===== src/rtl/core/mre_pkg.sv =====
// shared types and constants for the marker record extractor
package mre_pkg;

   localparam int WINDOW = 320;
   localparam int SIG_LEN = 8;
   localparam logic [63:0] SIG_VALUE = 64'h4550_4B47_0100_0000;
   localparam logic [30:0] VERSION_MAX = 31'h7FFF_FFFF;

   localparam int OFFSET_W = 9;
   localparam int COUNT_W = 9;
   localparam int CAP_W = 10;
   localparam int SEEN_W = 4;

   localparam logic [7:0] CHAR_ZERO = 8'h30;
   localparam logic [7:0] CHAR_NINE = 8'h39;
   localparam logic [7:0] CHAR_NUL = 8'h00;

   localparam logic KIND_NAME = 1'b0;
   localparam logic KIND_FINAL = 1'b1;

   localparam logic [2:0] ST_OK = 3'd0;
   localparam logic [2:0] ST_NO_SIG = 3'd1;
   localparam logic [2:0] ST_NO_TERM = 3'd2;
   localparam logic [2:0] ST_EMPTY_NAME = 3'd3;
   localparam logic [2:0] ST_BAD_VERSION = 3'd4;

   localparam int QUEUE_DEPTH = 4;
   localparam int QUEUE_AW = 2;
   localparam int QUEUE_CW = 3;

   typedef enum logic [1:0] {
      PH_SEARCH,
      PH_NAME,
      PH_VERSION,
      PH_DONE
   } phase_type;

   typedef struct packed {
      logic        kind;
      logic [7:0]  name_byte;
      logic [8:0]  name_length;
      logic [30:0] version;
      logic [2:0]  status;
      logic        last;
   } rsp_type;

   typedef struct packed {
      logic    name_push;
      logic    fin_push;
      rsp_type name_rsp;
      rsp_type fin_rsp;
   } push_type;

endpackage


===== src/rtl/core/marker_record_extractor.sv =====
// top level of the marker record extractor: input register, parser, result queue
//
//  channel  direction  handshake              payload
//  req      in         req_valid / req_stall  req_data_byte, req_end_of_file
//  rsp      out        rsp_valid / rsp_stall  rsp_kind, rsp_name_byte, rsp_name_length,
//                                             rsp_version, rsp_status, rsp_last
//  csr      in         csr_write_enable       csr_write_data (name capacity)
//
// one byte beat per cycle sustained while req_stall stays low; the parser decodes the beat
// held in the input register and its results are written into the queue, whose head drives rsp
// a byte beat yields zero, one or two results; the four-entry queue holds them
// synchronous reset clears parser state and queue pointers, capacity goes to 64
// req_stall rises only when the queue has fewer than two free entries and a beat waits
module marker_record_extractor (
   input  logic                        clock,
   input  logic                        reset,
   input  logic                        req_valid,
   output logic                        req_stall,
   input  logic [7:0]                  req_data_byte,
   input  logic                        req_end_of_file,
   output logic                        rsp_valid,
   input  logic                        rsp_stall,
   output logic                        rsp_kind,
   output logic [7:0]                  rsp_name_byte,
   output logic [8:0]                  rsp_name_length,
   output logic [30:0]                 rsp_version,
   output logic [2:0]                  rsp_status,
   output logic                        rsp_last,
   input  logic                        csr_write_enable,
   input  logic [mre_pkg::CAP_W-1:0]   csr_write_data
);
   import mre_pkg::*;

   // input register
   logic req_valid_ff;
   logic [7:0] req_data_ff;
   logic req_eof_ff;
   logic [CAP_W-1:0] capacity_ff;

   logic room;
   logic go;
   push_type push;
   rsp_type head;

   // the held beat moves on only when the queue can absorb two results
   assign go = req_valid_ff && room;
   assign req_stall = req_valid_ff && !room;

   always_ff @(posedge clock) begin
      if (reset) begin
         req_valid_ff <= 1'b0;
      end else if (!req_stall) begin
         req_valid_ff <= req_valid;
      end
   end

   // payload only, no reset needed
   always_ff @(posedge clock) begin
      if (!req_stall) begin
         req_data_ff <= req_data_byte;
         req_eof_ff <= req_end_of_file;
      end
   end

   // name capacity register
   always_ff @(posedge clock) begin
      if (reset) begin
         capacity_ff <= CAP_W'(64);
      end else if (csr_write_enable) begin
         capacity_ff <= csr_write_data;
      end
   end

   mre_parse u_parse (
      .clock         (clock),
      .reset         (reset),
      .go            (go),
      .data_byte     (req_data_ff),
      .end_of_file   (req_eof_ff),
      .name_capacity (capacity_ff),
      .push          (push)
   );

   mre_rsp_queue u_queue (
      .clock     (clock),
      .reset     (reset),
      .push      (push),
      .room      (room),
      .rsp_valid (rsp_valid),
      .rsp_stall (rsp_stall),
      .head      (head)
   );

   // result fields straight from the queue head
   assign rsp_kind = head.kind;
   assign rsp_name_byte = head.name_byte;
   assign rsp_name_length = head.name_length;
   assign rsp_version = head.version;
   assign rsp_status = head.status;
   assign rsp_last = head.last;

endmodule


===== src/rtl/core/mre_parse.sv =====
// per-byte parser: signature search, name streaming and version decode
module mre_parse (
   input  logic                         clock,
   input  logic                         reset,
   input  logic                         go,
   input  logic [7:0]                   data_byte,
   input  logic                         end_of_file,
   input  logic [mre_pkg::CAP_W-1:0]    name_capacity,
   output mre_pkg::push_type            push
);
   import mre_pkg::*;

   localparam logic [OFFSET_W-1:0] WINDOW_LIMIT = OFFSET_W'(WINDOW);
   localparam logic [SEEN_W-1:0] SEEN_FULL = SEEN_W'(SIG_LEN);

   phase_type phase_ff, phase_in, phase_step;
   logic [63:0] recent_ff, recent_in;
   logic [SEEN_W-1:0] seen_ff, seen_in;
   logic [OFFSET_W-1:0] offset_ff, offset_in;
   logic [COUNT_W-1:0] kept_ff, kept_in;
   logic [30:0] ver_ff, ver_in;
   logic digit_seen_ff, digit_seen_in;
   logic digits_ended_ff, digits_ended_in;
   logic overflow_ff, overflow_in;
   logic name_empty_ff, name_empty_in;

   logic [COUNT_W-1:0] limit;
   logic [CAP_W-1:0] cap_minus;
   logic sig_match;
   logic in_window;
   logic is_digit;
   logic [34:0] ver_next;
   logic step_final;
   logic [2:0] step_status;
   logic name_push;
   logic [63:0] recent_shift;
   logic [SEEN_W-1:0] seen_inc;

   always_comb begin
      cap_minus = name_capacity - CAP_W'(1);
      if (name_capacity == '0) begin
         limit = '0;
      end else if (cap_minus[CAP_W-1]) begin
         limit = '1;
      end else begin
         limit = cap_minus[COUNT_W-1:0];
      end
   end

   assign recent_shift = {recent_ff[55:0], data_byte};
   assign seen_inc = (seen_ff < SEEN_FULL) ? seen_ff + SEEN_W'(1) : seen_ff;
   assign sig_match = (seen_inc == SEEN_FULL) && (recent_shift == SIG_VALUE);
   assign in_window = offset_ff < WINDOW_LIMIT;
   assign is_digit = (data_byte >= CHAR_ZERO) && (data_byte <= CHAR_NINE);
   assign ver_next = {1'b0, ver_ff, 3'b000} + {3'b000, ver_ff, 1'b0}
      + {31'd0, 4'(data_byte - CHAR_ZERO)};

   // next phase: the byte's own effect, then end of file
   always_comb begin
      phase_step = phase_ff;
      case (phase_ff)
         PH_SEARCH: begin
            if (sig_match) begin
               phase_step = PH_NAME;
            end
         end
         PH_NAME: begin
            if (!in_window) begin
               phase_step = PH_DONE;
            end else if (data_byte == CHAR_NUL) begin
               phase_step = PH_VERSION;
            end
         end
         PH_VERSION: begin
            if (!in_window || data_byte == CHAR_NUL) begin
               phase_step = PH_DONE;
            end
         end
         default: begin
            phase_step = PH_DONE;
         end
      endcase
      phase_in = phase_ff;
      if (go) begin
         phase_in = end_of_file ? PH_SEARCH : phase_step;
      end
   end

   // outputs and datapath
   always_comb begin
      recent_in = recent_ff;
      seen_in = seen_ff;
      offset_in = offset_ff;
      kept_in = kept_ff;
      ver_in = ver_ff;
      digit_seen_in = digit_seen_ff;
      digits_ended_in = digits_ended_ff;
      overflow_in = overflow_ff;
      name_empty_in = name_empty_ff;
      step_final = 1'b0;
      step_status = ST_OK;
      name_push = 1'b0;

      case (phase_ff)
         PH_SEARCH: begin
            recent_in = recent_shift;
            seen_in = seen_inc;
            if (sig_match) begin
               offset_in = '0;
            end
         end
         PH_NAME: begin
            if (!in_window) begin
               step_final = 1'b1;
               step_status = ST_NO_TERM;
            end else begin
               offset_in = offset_ff + OFFSET_W'(1);
               if (data_byte == CHAR_NUL) begin
                  name_empty_in = (offset_ff == '0);
               end else if (kept_ff < limit) begin
                  name_push = 1'b1;
                  kept_in = kept_ff + COUNT_W'(1);
               end
            end
         end
         PH_VERSION: begin
            if (!in_window) begin
               step_final = 1'b1;
               step_status = ST_NO_TERM;
            end else begin
               offset_in = offset_ff + OFFSET_W'(1);
               if (data_byte == CHAR_NUL) begin
                  step_final = 1'b1;
                  if (name_empty_ff) begin
                     step_status = ST_EMPTY_NAME;
                  end else if (!digit_seen_ff || overflow_ff) begin
                     step_status = ST_BAD_VERSION;
                  end
               end else if (!digits_ended_ff && !overflow_ff) begin
                  if (is_digit) begin
                     digit_seen_in = 1'b1;
                     if (ver_next > {4'd0, VERSION_MAX}) begin
                        overflow_in = 1'b1;
                     end else begin
                        ver_in = ver_next[30:0];
                     end
                  end else begin
                     digits_ended_in = 1'b1;
                  end
               end
            end
         end
         default: begin
         end
      endcase

      // end of file before any final of this file closes it out
      if (end_of_file && !step_final) begin
         if (phase_step == PH_SEARCH) begin
            step_final = 1'b1;
            step_status = ST_NO_SIG;
         end else if (phase_step == PH_NAME || phase_step == PH_VERSION) begin
            step_final = 1'b1;
            step_status = ST_NO_TERM;
         end
      end

      push.name_push = go && name_push;
      push.name_rsp.kind = KIND_NAME;
      push.name_rsp.name_byte = data_byte;
      push.name_rsp.name_length = '0;
      push.name_rsp.version = '0;
      push.name_rsp.status = ST_OK;
      push.name_rsp.last = 1'b0;

      push.fin_push = go && step_final;
      push.fin_rsp.kind = KIND_FINAL;
      push.fin_rsp.name_byte = '0;
      push.fin_rsp.name_length = kept_in;
      push.fin_rsp.version = (step_status == ST_OK) ? ver_ff : '0;
      push.fin_rsp.status = step_status;
      push.fin_rsp.last = 1'b1;

      if (end_of_file) begin
         recent_in = '0;
         seen_in = '0;
         offset_in = '0;
         kept_in = '0;
         ver_in = '0;
         digit_seen_in = 1'b0;
         digits_ended_in = 1'b0;
         overflow_in = 1'b0;
         name_empty_in = 1'b0;
      end
   end

   always_ff @(posedge clock) begin
      if (reset) begin
         phase_ff <= PH_SEARCH;
         recent_ff <= '0;
         seen_ff <= '0;
         offset_ff <= '0;
         kept_ff <= '0;
         ver_ff <= '0;
         digit_seen_ff <= 1'b0;
         digits_ended_ff <= 1'b0;
         overflow_ff <= 1'b0;
         name_empty_ff <= 1'b0;
      end else begin
         phase_ff <= phase_in;
         if (go) begin
            recent_ff <= recent_in;
            seen_ff <= seen_in;
            offset_ff <= offset_in;
            kept_ff <= kept_in;
            ver_ff <= ver_in;
            digit_seen_ff <= digit_seen_in;
            digits_ended_ff <= digits_ended_in;
            overflow_ff <= overflow_in;
            name_empty_ff <= name_empty_in;
         end
      end
   end

endmodule


===== src/rtl/core/mre_rsp_queue.sv =====
// four-entry result queue taking up to two results per cycle
module mre_rsp_queue (
   input  logic                clock,
   input  logic                reset,
   input  mre_pkg::push_type   push,
   output logic                room,
   output logic                rsp_valid,
   input  logic                rsp_stall,
   output mre_pkg::rsp_type    head
);
   import mre_pkg::*;

   rsp_type entry_ff [QUEUE_DEPTH];
   logic [QUEUE_AW-1:0] wr_ptr_ff, wr_ptr_in;
   logic [QUEUE_AW-1:0] rd_ptr_ff, rd_ptr_in;
   logic [QUEUE_CW-1:0] count_ff, count_in;
   logic [QUEUE_AW-1:0] fin_idx;
   logic pop;

   assign room = count_ff <= QUEUE_CW'(QUEUE_DEPTH - 2);
   assign rsp_valid = count_ff != '0;
   assign pop = rsp_valid && !rsp_stall;
   assign head = entry_ff[rd_ptr_ff];
   assign fin_idx = wr_ptr_ff + QUEUE_AW'(push.name_push);

   always_comb begin
      wr_ptr_in = wr_ptr_ff + QUEUE_AW'(push.name_push) + QUEUE_AW'(push.fin_push);
      rd_ptr_in = rd_ptr_ff + QUEUE_AW'(pop);
      count_in = count_ff + QUEUE_CW'(push.name_push) + QUEUE_CW'(push.fin_push)
         - QUEUE_CW'(pop);
   end

   always_ff @(posedge clock) begin
      if (push.name_push) begin
         entry_ff[wr_ptr_ff] <= push.name_rsp;
      end
      if (push.fin_push) begin
         entry_ff[fin_idx] <= push.fin_rsp;
      end
   end

   always_ff @(posedge clock) begin
      if (reset) begin
         wr_ptr_ff <= '0;
         rd_ptr_ff <= '0;
         count_ff <= '0;
      end else begin
         wr_ptr_ff <= wr_ptr_in;
         rd_ptr_ff <= rd_ptr_in;
         count_ff <= count_in;
      end
   end

endmodule


===== config.mk =====
export PLATFORM = sky130hd
export DESIGN_NAME = marker_record_extractor
export DESIGN_NICKNAME = d
export VERILOG_FILES = /design/src/rtl/core/mre_pkg.sv /design/src/rtl/core/marker_record_extractor.sv /design/src/rtl/core/mre_parse.sv /design/src/rtl/core/mre_rsp_queue.sv
export SDC_FILE = /design/constraint.sdc
export NUM_CORES = 1
export LEC_CHECK = 0
export CAP_MARGIN = 15
export CORE_ASPECT_RATIO = 0.8
export CORE_MARGIN = 2
export CORE_UTILIZATION = 58
export CTS_CLUSTER_DIAMETER = 150
export DETAILED_ROUTE_END_ITERATION = 16
export DONT_BUFFER_PORTS = 1
export HOLD_SLACK_MARGIN = 0.1
export PLACE_DENSITY_LB_ADDON = 0.08
export SYNTH_ARGS = -nofsm -noshare
export SYNTH_HDL_FRONTEND = slang
export SYNTH_SLANG_ARGS = --single-unit
export TNS_END_PERCENT = 30

===== constraint.sdc =====
create_clock -name clock -period 5.16 [get_ports clock]
set_input_delay 0.774 -clock clock [delete_from_list [all_inputs] [get_ports clock]]
set_output_delay 0.774 -clock clock [all_outputs]
set_load 0.03 [all_outputs]

==> results.sh <==
export IMPL_cp_required_ps=5350
export IMPL_num_nets_final=1722
export IMPL_cts_tree="built"
export IMPL_hold_violations=0
export IMPL_top_usage_layer="met1"
export IMPL_use_met2_pct=38.86
export IMPL_num_antenna_cells=0
export IMPL_fillers=2403
export IMPL_ctsRootBufferMaster="clkbuf_16"
export IMPL_overflow=0
export IMPL_num_rows=56
export IMPL_reg2reg_depth=18
export IMPL_synth_top_area_share_pct=30.92
export IMPL_drt_vias_per_instance=6.053
export IMPL_synth_edf_count=181
export IMPL_slew_viol_final=0
export IMPL_grt_util_met1_pct=40.09
export IMPL_synth_net_count=1733
export IMPL_synth_warnings=0
export IMPL_cts_sinks=350
export IMPL_design_core_area_um2=29570
export IMPL_min_path_cells=0
export IMPL_antenna_found_initial=0
export IMPL_ys_types=73
export IMPL_fmax_mhz=214.3
export IMPL_grt_pass1_wl_mm=66.40
export IMPL_fin_tns_setup_ps=0
export IMPL_drt_antenna_violating_nets=0
export IMPL_grt_total_usage_pct=26.68
export IMPL_cts_made_buffers=36
export IMPL_finalSetupViolCount=0
export IMPL_crit_type="reg -> reg"
export IMPL_grt_pass1_vias=11921
export IMPL_synthArstFlopShare_pct=0
export IMPL_yosys_most_used_dff="edfxtp_1"
export IMPL_totalWireLength_mm=41.42
export IMPL_ys_top_cells_by_area="edfxtp_1 (31%), dfxtp_1 (19%), mux4_2 (6.7%), ha_1 (6.1%), nor2_1 (4.4%)"
export IMPL_r2r_slack_ps=490
export IMPL_io_pins=79
export IMPL_dr_total_vias=12367
export IMPL_status="finished clean"
export IMPL_synth_area_per_cell_um2=10.85
export IMPL_grt_max_degree=94
export IMPL_start_util_pct=59.44
export IMPL_dr_pass1_iters=5
export IMPL_clk_pin_slew_ps=60
export IMPL_layout_area_seq_um2=8823
export IMPL_start_kind="flip-flop"
export IMPL_endpoint="u_queue.entry_ff[2][17]"
export IMPL_drt_iter0_drc=1093
export IMPL_netlist_area_um2=17580
export IMPL_die_x_um=198.6
export IMPL_fin_skew_ps=13.88
export IMPL_die_area_um2=31720
export IMPL_rr_endpoint="u_queue.entry_ff[2][17]"
export IMPL_yosysTopAreaCell="edfxtp_1"
export IMPL_hold_slack_ps=320.2
export IMPL_worstHoldPathType="in -> reg"
export IMPL_cts_max_level=2
export IMPL_cp_arrival_ps=4860
export IMPL_clk_path_buf_depth=3
export IMPL_die_h_um=159.7
export IMPL_maxSlewHeadroom_pct=27.65
export IMPL_gp_congestion=0.9075
export IMPL_portBuffers=0
export IMPL_drc=0
export IMPL_drive_above_1_share_pct=11.18
export IMPL_synth_cells=1620
export IMPL_power_density_nw_per_um2=360.9
export IMPL_dpl_hpwl_mm=27.90
export IMPL_p_leak_nw=7.200
export IMPL_ys_ff_latch=350
export IMPL_multi_input_area_um2=8245
export IMPL_met3_usage_pct=6.167
export IMPL_rr_startpoint="capacity_ff[2]"
export IMPL_wl_per_cell_um=20.27
export IMPL_rsz0062_at_grt="false"
export IMPL_ys_seq_area_share_pct=50.17
export IMPL_worst_pin_slew_ps=1085
export IMPL_layout_commonest_cell="nor2_1"
export IMPL_period_needed_ps=4667
export IMPL_final_cell_mix="nor2_1 (203), edfxtp_1 (181), dfxtp_1 (167)"
export IMPL_min_period_over_period_pct=90.45
export IMPL_crit_fanout=26
export IMPL_cap_violations=0
export IMPL_ir_drop_uv=328.3
export IMPL_clk_latency_ps=550
export IMPL_critical_path_startpoint="capacity_ff[2]"
export IMPL_end_kind="flip-flop"
export IMPL_syn2layout_area_growth_pct=10.19
-- synth_stat cells (all sizes together), types with 8 or more instances --
cell    count
nand4      40
nor3       23
and2      122
nor2b      12
o211ai     11
mux2i      50
inv        41
mux4       52
buf        32
a31oi      10
a211oi      9
xnor2      22
o31ai       8
xor2       22
a21o       15
or3        14
nor4       27
ha         85
nand2b      9
o21ai      60
clkbuf     62
nand3      25
dfxtp     169
nand2     111
a21oi      54
and3       13
nor2      204
edfxtp    181
a22oi      59
-- repair_timing --
action / in CTS / in global routing
endpoints found under the setup margin: 0 / 187
resized for setup: 0 / 7
setup buffers: 0 / 8
hold buffers: 0 / 0
-- logic make-up after synthesis --
logic type                 synth area share, %
adders and majority gates                6.507
DFF                                      50.17
AOI/OAI and AO/OA                        10.24
buffers and inverters                    3.246
and+or+nand+nor                          18.13
muxes                                    9.511
xor gates and xnor gates                 2.193
-- per-layer routing --
layer  up-vias  wire [µm]
li1       5941          -
met1      5973      19110
met2       411      18140
met3        42       3428
met4         0        736
met5         -          0
-- area by class of cell --
class	count	area share (%)
Sequential cell	350	45.56
Clock buffer	50	5.291
Inverter	41	0.7947
Clock inverter	16	1.085
Multi-Input combinational cell	1135	42.58
Tap cell	406	2.623
Timing Repair Buffer	45	2.067
-- sequential cells by signal (all words and copies together) (netlist names) --
| register | count |
|---|---|
| capacity_ff | 10 |
| req_data_ff | 8 |
| req_eof_ff | 1 |
| req_valid_ff | 1 |
| u_parse.digit_seen_ff | 1 |
| u_parse.digits_ended_ff | 1 |
| u_parse.kept_ff | 9 |
| u_parse.name_empty_ff | 1 |
| u_parse.offset_ff | 9 |
| u_parse.overflow_ff | 1 |
| u_parse.phase_ff | 2 |
| u_parse.recent_ff | 56 |
| u_parse.seen_ff | 4 |
| u_parse.ver_ff | 31 |
| u_queue.count_ff | 3 |
| u_queue.entry_ff | 208 |
| u_queue.rd_ptr_ff | 2 |
| u_queue.wr_ptr_ff | 2 |
-- how the worst min path moves through the flow --
stage                      startpoint                     end
2_1_floorplan  u_queue.entry_ff[2][0]  u_queue.entry_ff[2][0]
3_3_place_gp   u_queue.entry_ff[3][0]  u_queue.entry_ff[3][0]
3_5_place_dp   u_queue.entry_ff[2][0]  u_queue.entry_ff[2][0]
4_1_cts              req_data_byte[6]          req_data_ff[6]
5_1_grt              req_data_byte[6]          req_data_ff[6]
6_report             req_data_byte[6]          req_data_ff[6]
-- critical path: stages (launching register included) --
cell      delay, ps
dfxtp_1         350
nor3_2          260
nand3_1         120
or2_2           340
nor2_1          190
xor2_1          160
o21ai_0          90
ha_1            330
a21oi_1         150
o21ai_0          70
or3_1           300
a211oi_1        260
and2_1          190
nand2_1          80
inv_1           110
ha_1            320
or3_1           480
nand2_2         100
buf_4           380
-- where the power goes --
group / leakage, nW / switching (mW) / total (mW) / internal [mW]
Combinational: 3.61 / 0.754 / 1.15 / 0.397
Clock: 0.604 / 1.10 / 2.71 / 1.61
Sequential: 2.99 / 0.129 / 3.13 / 3.00
-- through the flow --
| stage | util (%) | std cells | cell area [µm²] | setup WS [ps] | power (mW) |
|---|---|---|---|---|---|
| 6_report | 65.50 | 2043 | 19370 | 492.8 | 6.989 |
| 5_1_grt | 65.50 | 2043 | 19370 | 45.84 | 7.253 |
| 4_1_cts | 65.09 | 2033 | 19250 | 110.6 | 7.027 |
| 3_5_place_dp | 60.91 | 1967 | 18010 | 140.3 | 4.319 |
| 3_3_place_gp | 60.91 | 1967 | 18010 | 273.7 | 4.306 |
| 2_1_floorplan | - | 1620 | 17580 | -139.3 | 4.072 |
Power figures use the tool's default switching activity.
